[src/rtl/piea_pkg.sv]
// Shared types, codes and constants of the positional insert/erase array.
// No dependencies.
package piea_pkg;

  localparam int DEPTH_DEF = 64;
  localparam int WORD_W    = 32;
  localparam int FUNC_W    = 3;
  localparam int POS_W     = 7;
  localparam int CNT_W     = 7;
  localparam int STAT_W    = 2;
  localparam int FAN_LG    = 3;
  localparam int FAN       = 1 << FAN_LG;

  typedef enum logic [FUNC_W-1:0] {
    FN_APPEND = 3'd0,
    FN_DROP   = 3'd1,
    FN_INSERT = 3'd2,
    FN_ERASE  = 3'd3,
    FN_CLEAR  = 3'd4,
    FN_READ   = 3'd5,
    FN_WRITE  = 3'd6
  } func_t;

  typedef enum logic [STAT_W-1:0] {
    ST_DONE = 2'd0,
    ST_FULL = 2'd1,
    ST_BAD  = 2'd2
  } status_t;

  typedef enum logic [2:0] {
    OP_NONE,
    OP_INS,
    OP_ERS,
    OP_WR,
    OP_RD
  } cell_op_t;

  // Broadcast to every cell of the row.
  typedef struct packed {
    logic     take;  // a transfer was accepted this cycle
    cell_op_t op;
  } cell_cmd_t;

  typedef enum logic {
    S_IDLE,
    S_BUSY
  } state_t;

  // Registered levels of the read-out OR tree, FAN children per node.
  function automatic int tree_levels(input int depth);
    int lv;
    int span;
    lv   = 1;
    span = FAN;
    while (span < depth) begin
      span = span * FAN;
      lv   = lv + 1;
    end
    return lv;
  endfunction

endpackage

[src/rtl/piea_cell.sv]
// One entry of the array: holds a word, shifts with its neighbours.
// Depends on piea_pkg.
module piea_cell
  import piea_pkg::*;
#(
  parameter int DEPTH = DEPTH_DEF,
  parameter int INDEX = 0
) (
  input  logic                     clk,
  input  logic                     rst,
  input  cell_cmd_t                cmd,
  input  logic [$clog2(DEPTH)-1:0] tgt,
  input  logic [WORD_W-1:0]        data_in,
  input  logic [WORD_W-1:0]        left,
  input  logic [WORD_W-1:0]        right,
  output logic [WORD_W-1:0]        word,
  output logic [WORD_W-1:0]        rd_word
);

  localparam int AW = $clog2(DEPTH);
  localparam logic [AW-1:0] IDX = AW'(INDEX);

  logic rd_sel;

  always_ff @(posedge clk) begin
    case (cmd.op)
      OP_INS: begin
        if (IDX > tgt) begin
          word <= left;
        end else if (IDX == tgt) begin
          word <= data_in;
        end
      end
      OP_ERS: begin
        if (IDX >= tgt) begin
          word <= right;
        end
      end
      OP_WR: begin
        if (IDX == tgt) begin
          word <= data_in;
        end
      end
      default: begin
      end
    endcase
  end

  always_ff @(posedge clk) begin
    if (rst) begin
      rd_sel <= 1'b0;
    end else if (cmd.take) begin
      rd_sel <= (cmd.op == OP_RD) && (IDX == tgt);
    end
  end

  assign rd_word = rd_sel ? word : '0;

endmodule

[config.mk]
export PLATFORM = sky130hd
export DESIGN_NAME = piea_cell
export DESIGN_NICKNAME = d
export VERILOG_FILES = /design/src/rtl/piea_pkg.sv /design/src/rtl/piea_cell.sv
export SDC_FILE = /design/constraint.sdc
export NUM_CORES = 1
export LEC_CHECK = 0
export ABC_AREA = 1
export ABC_CLOCK_PERIOD_IN_PS = 3470
export BUFFER_PORTS_ARGS = -buffer_cell sky130_fd_sc_hd__buf_2
export CELL_PAD_IN_SITES_DETAIL_PLACEMENT = 0
export CELL_PAD_IN_SITES_GLOBAL_PLACEMENT = 1
export CORE_MARGIN = 2
export CORE_UTILIZATION = 26
export DETAILED_ROUTE_END_ITERATION = 12
export GPL_ROUTABILITY_DRIVEN = 0
export GPL_TIMING_DRIVEN = 0
export MAX_ROUTING_LAYER = met4
export PLACE_DENSITY_LB_ADDON = 0.1
export SLEW_MARGIN = 20
export SYNTH_ARGS = -nofsm -noshare
export SYNTH_HDL_FRONTEND = slang
export SYNTH_SLANG_ARGS = --single-unit
[constraint.sdc]
create_clock -name clk -period 3.47 [get_ports clk]
set_clock_uncertainty 0.15 [all_clocks]
set_input_delay 0.347 -clock clk [delete_from_list [all_inputs] [get_ports clk]]
set_output_delay 0.347 -clock clk [all_outputs]
set_load 0.02 [all_outputs]
Word-level counts from Yosys, hierarchy flattened

Index checks and enable logic that the tools add are counted.

Word-level logic and storage cells: 18
Output and inout port bits: 64
Flip-flop bits (word level): 33

Reductions and logical operators: 4
Magnitude comparators: 2
Equality and inequality tests: 5
Multiplexer cells: 5

Operators by type and width:

| cell                 | number |
|---|---|
| $mux W32             | 4 |
| $pmux W32 S3         | 1 |
| $eq A3 B2 Y1 const B | 2 |
| $ge A1 B6 Y1 const A | 1 |
| $gt A1 B6 Y1 const A | 1 |
| $logic_not A6 Y1     | 1 |
| $eq A3 B1 Y1 const B | 1 |
| $eq A3 B3 Y1 const B | 1 |
| $reduce_bool A3 Y1   | 1 |
| $ne A2 B2 Y1 const B | 1 |
| $reduce_and A2 Y1    | 1 |
| $logic_and A1 B1 Y1  | 1 |

Logic depth before layout (Yosys ltp)

Gate-level depths: netlist of the first run.

Depth in word-level cells: 4
Depth in mapped cells: 6

Least setup slack after synthesis of the first run

Ideal clock, no wire load.

Path type: input-to-reg
Start: in tgt[2]
End: reg word[0], enable pin
Setup slack: 0.509 ns
Stages on the path: 4
Required time: 2.888 ns
Arrival time: 2.379 ns
Library setup time: 0.432 ns
Cell sequence: nor2_4 nand3_4 buf_2 a21oi_1

Longest elaborated chain between the ends: 3

RTL lines:

| what                               | line            | source |
|---|---|---|
| start: declaration                 | piea_cell.sv:12 | `input logic [$clog2(DEPTH)-1:0] tgt,` |
| $ge A1 B6 Y1                       | piea_cell.sv:35 | `if (IDX >= tgt) begin` |
| $ne A2 B2 Y1 (no source line)      | n/a             |  |
| $reduce_and A2 Y1 (no source line) | n/a             |  |
| end signal: assignment             | piea_cell.sv:31 | `word <= data_in;` |
| end signal: assignment             | piea_cell.sv:36 | `word <= right;` |
| end signal: assignment             | piea_cell.sv:41 | `word <= data_in;` |
| end: declaration                   | piea_cell.sv:16 | `output logic [WORD_W-1:0] word,` |

No other way between the ends.
A chain may end at the register's enable or synchronous reset.

Worst setup path in the final report of the first run

Start: reg rd_sel
End: out rd_word[19]

Longest elaborated chain between the ends: 1

RTL lines:

| what                     | line            | source |
|---|---|---|
| start: declaration       | piea_cell.sv:23 | `logic rd_sel;` |
| start signal: assignment | piea_cell.sv:53 | `rd_sel <= (cmd.op == OP_RD) && (IDX == tgt);` |
| $mux W32                 | piea_cell.sv:57 | `assign rd_word = rd_sel ? word : '0;` |
| end: declaration         | piea_cell.sv:17 | `output logic [WORD_W-1:0] rd_word` |

No other way between the ends.

==> run summary, run 1 <==
Core Area -> 9110 um^2
Routed Antenna Nets -> 0
Peak VDD IR -> 0.120 mV
Cells after synthesis -> 360
Synth async-reset ratio -> 0%
Worst setup SP type -> flop
Top cell type's share of synthesized area -> 40.1%
Crit-path max FO -> 10
Number of flops mapped to enable cells by yosys -> 32
Multi-input gate area -> 950 um^2
Clock-pin transition on the worst setup and hold timing paths -> 0.07 ns
Layout area overhead -> 39.7%
DR vias/cell -> 4.22
Total gr overflow -> 0
Ports -> 172
# rows -> 35
Hold bufs inserted after CTS -> 0
Final Critical Period -> 2.14 ns
Setup TNS -> 0 ns
Vias in the first global route -> 2386
Slew Limit Headroom -> 52.1%
Nets -> 615
Net Count, Synth -> 468
Main synth FF type -> edfxtp_1
Hold_ws -> 0.182 ns
Crit path DAT -> 1.64 ns
Post-cts sizing count -> 0
Drt total wl -> 7.81 mm
Port bufs -> 139
Synthesized area per cell -> 6.66 um^2
Routed len/inst -> 12.6 um
Switch share -> 29.9%
Worst Path Required -> 2.97 ns
Share of layout cells above drive strength 1 -> 33.5%
TritonCTS clock tree -> yes
Initial core utilization -> 26.3%
Status -> completed
Sequential area share after synthesis -> 40.9%
Initial DRC Count -> 82
Period Utilization, post-route -> 61.6%
Chip height -> 100 um
Largest net degree at the start of global routing -> 19
Logic gate share of total power -> 22.9%
Seq pwr share -> 48.1%
Post-CTS Setup Bufs -> 0
Total GRT Usage -> 15.5%
Unrepaired setup endpoints after global routing -> no
Finish-stage setup viols -> 0
Clk_lat worst skew -> 0.28 ns
DRC Markers -> 0
Post-Syn Area -> 2400 um^2
Filler cells -> 1035
Final Slew Violations -> 0
First-pass GRT wire length -> 11.8 mm
#FFs+latches synth -> 33
Clk pwr share -> 29.0%
Drt first pass iters -> 4
Max cap viols -> 0
Diode count -> 0
P_sw -> 0.294 mW
Worst setup EP type -> primary output
Die X -> 100 um
Detail Placement HPWL -> 5.84 mm
Largest area contributor in the netlist -> edfxtp_1
CTS sink count -> 33
Endpoints failing hold -> 0
Number of CTS-inserted buffers -> 5
Clk buf depth -> 2
Yosys warnings -> 0
Register area -> 981 um^2
Int Pwr -> 0.689 mW
Slew @ Worst Pin -> 0.717 ns
Commonest non-fill, non-tap cell in the layout -> buf_2
Most frequent cells in the layout -> buf_2, nand2_1, inv_1
Initial antenna violation count -> 0
PwrDens -> 293 nW/um^2
Post-synth cell types -> 16
Die ar. -> 10000 um^2
CP Class -> reg -> out
Hold Crit Class -> in -> reg
Htree depth -> 2
Leakage power -> 2.14 nW
Synth top area cells -> edfxtp_1, nand2_1, inv_1
Via count -> 2613
Max Clk Rate -> 468 MHz
Root buf cell -> clkbuf_8
-- registers in the layout, summed over array words and instances, names as in the netlist --
name,cells
rd_sel,1
word,32
-- cells by family (layout without fill, tap and decap cells) --
| family | count (synthesis) | after routing | synth area share (%) |
|---|---|---|---|
| AO/OA/AOI/OAI | 3 | 3 | 0.730 |
| buffers and inverters | 122 | 270 | 20.0 |
| flip-flops | 33 | 33 | 40.9 |
| AND/OR/NAND/NOR | 202 | 202 | 38.4 |
-- cells in the mapped netlist, types with 2 or more instances --
| library cell | instances |
|---|---|
| nand4_1 | 32 |
| nand2_1 | 129 |
| nand3_1 | 32 |
| inv_2 | 2 |
| clkbuf_1 | 5 |
| inv_1 | 98 |
| nor2_1 | 4 |
| buf_2 | 17 |
| edfxtp_1 | 32 |
| nor2_4 | 3 |
-- layout make-up --
class	instances	area share [%]
timing repair buffer	140	21.6
tap	111	4.14
inverter	100	11.2
sequential	33	29.3
multi-input combinational	205	28.3
buffer	22	3.10
clock buffer	8	2.39
-- critical path, stage by stage (launching register included) --
cell and delay [ns]:
dfxtp_1 0.31, clkbuf_1 0.23, clkbuf_1 0.50, nand2_1 0.10, inv_1 0.07, buf_2 0.15
-- final timing paths --
| check | start | endpoint | depth (start not counted) | slack [ns] |
|---|---|---|---|---|
| setup / recovery | rd_sel | rd_word[19] | 5 | 1.33 |
| hold / removal | right[0] | word[0] | 3 | 0.18 |
| setup reg to reg | word[6] | word[6] | 4 | 2.38 |
| hold reg to reg | word[0] | word[0] | 4 | 0.54 |
-- stage by stage --
step / total power, mW / instances / utilization, % / setup WS, ns / area (um^2)
after floorplan: 0.605 / 360 / - / 0.509 / 2400
after global placement: 0.704 / 610 / 35.5 / -0.915 / 3230
after detailed placement: 0.710 / 611 / 35.9 / 1.07 / 3270
after CTS: 1.01 / 619 / 36.8 / 1.24 / 3350
after global routing: 1.04 / 619 / 36.8 / 1.11 / 3350
final: 0.983 / 619 / 36.8 / 1.33 / 3350
-- metal layers --
| metal | track usage, % | part of all wire (%) | vias to the layer above |
|---|---|---|---|
| met5 | - | 0 | - |
| met4 | 3.69 | 0.69 | 0 |
| met3 | 2.72 | 5.6 | 7 |
| met2 | 24.8 | 47 | 95 |
| met1 | 20.5 | 47 | 1123 |
| li1 | - | - | 1388 |
-- power groups by stage --
stage               combinational (mW)  clock, mW  sequential (mW)
finish                           0.225      0.286            0.473
global route                     0.251      0.314            0.475
detailed placement               0.228          0            0.482
global placement                 0.222          0            0.483
floorplan                        0.105          0            0.500
CTS                              0.229      0.304            0.473
No activity file was read; power rests on OpenSTA's default activity.
==> run 2, diff against run 1 <==
--- a/config.mk
+++ b/config.mk
@@ -6,12 +6,12 @@
 export NUM_CORES = 1
 export LEC_CHECK = 0
 export ABC_AREA = 1
-export ABC_CLOCK_PERIOD_IN_PS = 3470
+export ABC_CLOCK_PERIOD_IN_PS = 1940
 export BUFFER_PORTS_ARGS = -buffer_cell sky130_fd_sc_hd__buf_2
 export CELL_PAD_IN_SITES_DETAIL_PLACEMENT = 0
 export CELL_PAD_IN_SITES_GLOBAL_PLACEMENT = 1
 export CORE_MARGIN = 2
-export CORE_UTILIZATION = 26
+export CORE_UTILIZATION = 24
 export DETAILED_ROUTE_END_ITERATION = 12
 export GPL_ROUTABILITY_DRIVEN = 0
 export GPL_TIMING_DRIVEN = 0
==> constraint.sdc (replaced) <==
create_clock -name clk -period 1.94 [get_ports clk]
set_clock_uncertainty 0.15 [all_clocks]
set_input_delay 0.194 -clock clk [delete_from_list [all_inputs] [get_ports clk]]
set_output_delay 0.194 -clock clk [all_outputs]
set_load 0.02 [all_outputs]
==> run 2 against run 1 <==
Net effect:
- clock power increased by 77%
- clock-buffer cell count decreased by 2
- critical path depth unchanged
- combinational power increased by 82%
- critical endpoint is now rd_word[8]
- largest cell class unchanged
- largest power group unchanged
==> run summary, run 2 (same netlist as run 1, synthesis figures left out) <==
Detail Placement HPWL -> 6.03 mm
P_sw -> 0.534 mW
Initial core utilization -> 24.7%
Slew @ Worst Pin -> 0.520 ns
Final setup margin -> 0.199 ns
Finish-stage setup viols -> 0
Period Utilization, post-route -> 89.7%
Placement Setup Slack -> -0.334 ns
Int Pwr -> 1.23 mW
Max Clk Rate -> 574 MHz
Max FFs per register -> 32
Final Instance Area -> 3400 um^2
First-pass GRT wire length -> 13.0 mm
Multi-input gate area -> 950 um^2
Drt total wl -> 8.05 mm
Seq pwr share -> 48.0%
# rows -> 36
Register area -> 981 um^2
Worst setup EP type -> primary output
PwrDens -> 517 nW/um^2
Die X -> 104 um
Final Slew Violations -> 0
Die ar. -> 10800 um^2
Root buf cell -> clkbuf_8
Nets -> 616
Htree depth -> 2
Largest Register -> word
Switch share -> 30.4%
Initial DRC Count -> 114
Layout area overhead -> 41.9%
Routed Antenna Nets -> 0
Overall power -> 1.76 mW
Number of CTS-inserted buffers -> 5
Unrepaired setup endpoints after global routing -> yes
Total GRT Usage -> 15.5%
Commonest non-fill, non-tap cell in the layout -> buf_2
TritonCTS clock tree -> yes
Final Core Density -> 35.0%
Clk buf depth -> 2
Routed len/inst -> 12.6 um
CTS sink count -> 33
Core Area -> 9730 um^2
Port bufs -> 139
Share of layout cells above drive strength 1 -> 34.3%
Diode count -> 0
Peak VDD IR -> 0.217 mV
Leakage power -> 2.16 nW
Clk_lat worst skew -> 0.28 ns
Filler cells -> 1142
Slew Limit Headroom -> 65.3%
Endpoints failing hold -> 0
Vias in the first global route -> 2511
Via count -> 2597
Largest registers -> word: 32 flops, rd_sel: 1 flops
CP Class -> reg -> out
DRC Markers -> 0
Max cap viols -> 0
Final Critical Period -> 1.74 ns
Crit-path max FO -> 10
Largest net degree at the start of global routing -> 17
Total gr overflow -> 0
Dpl cell area -> 3300 um^2
Worst setup SP type -> flop
Most frequent cells in the layout -> buf_2, nand2_1, inv_1
Initial antenna violation count -> 0
Clock-pin transition on the worst setup and hold timing paths -> 0.07 ns
Logic gate share of total power -> 23.2%
DR vias/cell -> 4.05
Hold Crit Class -> in -> reg
Ports -> 172
Clk pwr share -> 28.8%
Chip height -> 104 um
Crit path DAT -> 1.40 ns
Drt first pass iters -> 4
Worst Path Required -> 1.60 ns
Status -> completed
run 2: metal layers:
metal  up-vias  GRT usage (%)  wire length [um]  part of all wire, %
met1      1102           20.0              3690                   46
li1       1388              -                 -                    -
met3         2           3.38               524                  6.5
met4         0           3.19                39                 0.48
met5         -              -                 0                    0
met2       105           25.1              3800                   47
run 2: cell type report:
class | count | area share (%)
Buffer | 22 | 3.31
Clock buffer | 6 | 2.13
Clock inverter | 1 | 0.110
Inverter | 100 | 11.0
Multi-Input combinational cell | 205 | 27.9
Sequential cell | 33 | 28.8
Tap cell | 133 | 4.89
Timing Repair Buffer | 141 | 21.8
run 2: worst paths after layout:
| kind | to | from | slack [ns] | cells past startpoint |
|---|---|---|---|---|
| max | rd_word[8] | rd_sel | 0.20 | 5 |
| min | rd_sel | rst | 0.02 | 3 |
| max reg2reg | word[20] | word[20] | 0.84 | 4 |
| min reg2reg | word[8] | word[8] | 0.54 | 4 |
run 2: per-stage QoR:
stage / hold slack (ns) / setup TNS (ns) / cells
final: 0.0230 / 0 / 641
after global routing: 0.0229 / -0.00457 / 641
after CTS: 0.00656 / 0 / 641
after detailed placement: 0.314 / -8.04 / 633
after global placement: 0.317 / -17.07 / 632
after floorplan: 0.199 / 0 / 360
run 2: critical path, stage by stage, from the launching register on:
cell,delay (ns)
dfxtp_1,0.31
clkbuf_1,0.23
buf_2,0.29
nand2_1,0.08
inv_1,0.06
buf_2,0.16
run 2: power by group through the flow:
| stage | Sequential (mW) | Combinational, mW | Clock, mW |
|---|---|---|---|
| after floorplan | 0.894 | 0.190 | 0 |
| after global placement | 0.861 | 0.402 | 0 |
| after detailed placement | 0.861 | 0.409 | 0 |
| after CTS | 0.845 | 0.416 | 0.535 |
| after global routing | 0.849 | 0.458 | 0.563 |
| final | 0.844 | 0.409 | 0.506 |
run 2: timing repair:
| action | CTS | global route |
|---|---|---|
| resized for setup | 3 | 5 |
| hold buffers | 0 | 0 |
| pin swaps | 1 | 0 |
| endpoints found under the hold margin | 0 | 0 |
| setup buffers | 1 | 0 |
| setup endpoints to repair | 46 | 19 |
==> run 3, diff against run 2 <==
--- a/config.mk
+++ b/config.mk
@@ -8,15 +8,13 @@
 export ABC_AREA = 1
 export ABC_CLOCK_PERIOD_IN_PS = 1940
 export BUFFER_PORTS_ARGS = -buffer_cell sky130_fd_sc_hd__buf_2
-export CELL_PAD_IN_SITES_DETAIL_PLACEMENT = 0
-export CELL_PAD_IN_SITES_GLOBAL_PLACEMENT = 1
 export CORE_MARGIN = 2
-export CORE_UTILIZATION = 24
+export CORE_UTILIZATION = 37
 export DETAILED_ROUTE_END_ITERATION = 12
 export GPL_ROUTABILITY_DRIVEN = 0
 export GPL_TIMING_DRIVEN = 0
 export MAX_ROUTING_LAYER = met4
-export PLACE_DENSITY_LB_ADDON = 0.1
+export PLACE_DENSITY = 0.77
 export SLEW_MARGIN = 20
 export SYNTH_ARGS = -nofsm -noshare
 export SYNTH_HDL_FRONTEND = slang
==> run 3 against run 2 <==
Net effect:
- clock-buffer cell count rose by 1
- combinational power fell by 2%
- fmax fell by 0.73%
- largest power group unchanged
- via count rose by 4.0%
- die area fell by 34%
- register-to-register slack barely moved
- sequential cell count did not move
- sequential power barely moved
- clock power fell by 2%
- final cell count fell by 8.7%
- utilization rose by 17 points
- routed wire length fell by 11%
==> run summary, run 3 (same netlist as run 1, synthesis figures left out) <==
Multi-input gate area -> 966 um^2
Largest registers -> word: 32 flops, rd_sel: 1 flops
Number of CTS-inserted buffers -> 5
DRC Markers -> 0
Number of instances in the placed design -> 576
Via count -> 2702
Int Pwr -> 1.23 mW
Finish-stage setup viols -> 0
Clk pwr share -> 28.5%
Most frequent cells in the layout -> buf_2, nand2_1, inv_1
Endpoints failing hold -> 0
Crit-path max FO -> 10
Vias in the first global route -> 2481
Routed len/inst -> 12.3 um
Worst setup EP type -> primary output
Switch share -> 29.6%
TritonCTS clock tree -> yes
Dpl cell area -> 3200 um^2
CP Cell Sequence -> clkbuf_1 > clkbuf_2 > nand2_1 > inv_1 > buf_2
Max cap viols -> 0
Root buf cell -> clkbuf_8
Worst setup SP type -> flop
# rows -> 29
Total gr overflow -> 0
Die ar. -> 7140 um^2
Worst Path Required -> 1.60 ns
Slew Limit Headroom -> 47.0%
Clock-pin transition on the worst setup and hold timing paths -> 0.07 ns
Leakage power -> 2.15 nW
Largest Register -> word
Drt total wl -> 7.19 mm
Hold Crit Class -> in -> reg
Hold bufs inserted after CTS -> 0
Met2 Use GR -> 36.8%
Detail Placement HPWL -> 5.37 mm
Chip height -> 84.5 um
P_sw -> 0.515 mW
Total GRT Usage -> 20.4%
Routed Antenna Nets -> 0
Final Slew Violations -> 0
PwrDens -> 527 nW/um^2
Clk buf depth -> 2
First-pass GRT wire length -> 11.3 mm
Logic gate share of total power -> 22.9%
Peak VDD IR -> 0.233 mV
Max FFs per register -> 32
Post-CTS Setup Bufs -> 0
Die X -> 84.5 um
Status -> completed
CP Class -> reg -> out
Core Area -> 6310 um^2
Met3 Usage GRT -> 4.23%
Critical path's slowest cell -> dfxtp_1
Register area -> 981 um^2
GRT busiest layer -> met2
Period Utilization, post-route -> 90.4%
Max Clk Rate -> 570 MHz
Htree depth -> 2
Initial antenna violation count -> 0
Initial core utilization -> 38.0%
Share of layout cells above drive strength 1 -> 34.3%
Diode count -> 0
Largest net degree at the start of global routing -> 17
Seq pwr share -> 48.6%
Clk_lat worst skew -> 0.28 ns
Ports -> 172
Final Critical Period -> 1.75 ns
CTS sink count -> 33
Final Instance Area -> 3310 um^2
Overall power -> 1.74 mW
Drt first pass iters -> 4
Port bufs -> 139
Slew @ Worst Pin -> 0.786 ns
Crit path DAT -> 1.41 ns
Filler cells -> 682
Final std cells w/o fill -> 585
Nets -> 615
Unrepaired setup endpoints after global routing -> no
Layout area overhead -> 37.8%
DR vias/cell -> 4.62
Hold_ws -> 0.0150 ns
M1 GR Usage -> 23.5%
CP peak stage delay -> 0.30 ns
Initial DRC Count -> 110
Commonest non-fill, non-tap cell in the layout -> buf_2
run 3: changes by cell type in the layout (fill, tap and decap cells not counted), sizes merged:
| cell | change |
|---|---|
| clkbuf | +1 |
| buf | -2 |
| a21oi | +1 |
run 3: final cells by class:
cell class | instances | area share (%)
clock buffers | 7 | 2.31
inverters | 100 | 11.4
repair buffers | 139 | 21.0
multi-input cells | 206 | 29.2
well taps | 77 | 2.91
flip-flops and latches | 33 | 29.7
plain buffers | 22 | 3.33
clock inverters | 1 | 0.151
run 3: timing repair:
action / CTS / global route
cloned: 1 / 0
pin swaps: 1 / 0
endpoints found under the setup margin: 48 / 19
gates resized for setup: 3 / 5
run 3: path summary, 6_finish.rpt:
path / start / end / slack [ns] / cells past startpoint
setup reg to reg: word[20] / word[20] / 0.84 / 4
hold / removal: rst / rd_sel / 0.01 / 3
setup / recovery: rd_sel / rd_word[30] / 0.19 / 5
hold reg to reg: word[8] / word[8] / 0.53 / 4
run 3: routing by layer:
metal  wire length (um)  up-vias
met5                  0        -
met4                 74        0
met3                472        9
met1               2980     1204
met2               3670       95
li1                   -     1394
run 3: power groups by stage:
stage / combinational [mW] / sequential [mW] / clock, mW
2_1_floorplan: 0.190 / 0.894 / 0
3_3_place_gp: 0.386 / 0.859 / 0
3_5_place_dp: 0.396 / 0.862 / 0
4_1_cts: 0.402 / 0.846 / 0.513
5_1_grt: 0.443 / 0.850 / 0.547
6_report: 0.399 / 0.846 / 0.496
run 3: worst max-delay path, delay by kind of cell, from the launching register on:
kind / cells / cell delay (ns)
buffers and inverters: 4 / 0.75
flip-flops: 1 / 0.30
AND/OR/NAND/NOR: 1 / 0.08
run 3: per-stage QoR:
| step | util, % | setup TNS, ns | worst slack [ns] |
|---|---|---|---|
| global placement | 50.7 | -12.30 | -0.386 |
| global route | 52.4 | 0 | 0.00724 |
| floorplan | - | 0 | 0.161 |
| detailed placement | 50.7 | -13.94 | -0.437 |
| finish | 52.4 | 0 | 0.186 |
| CTS | 52.3 | 0 | 0.00964 |
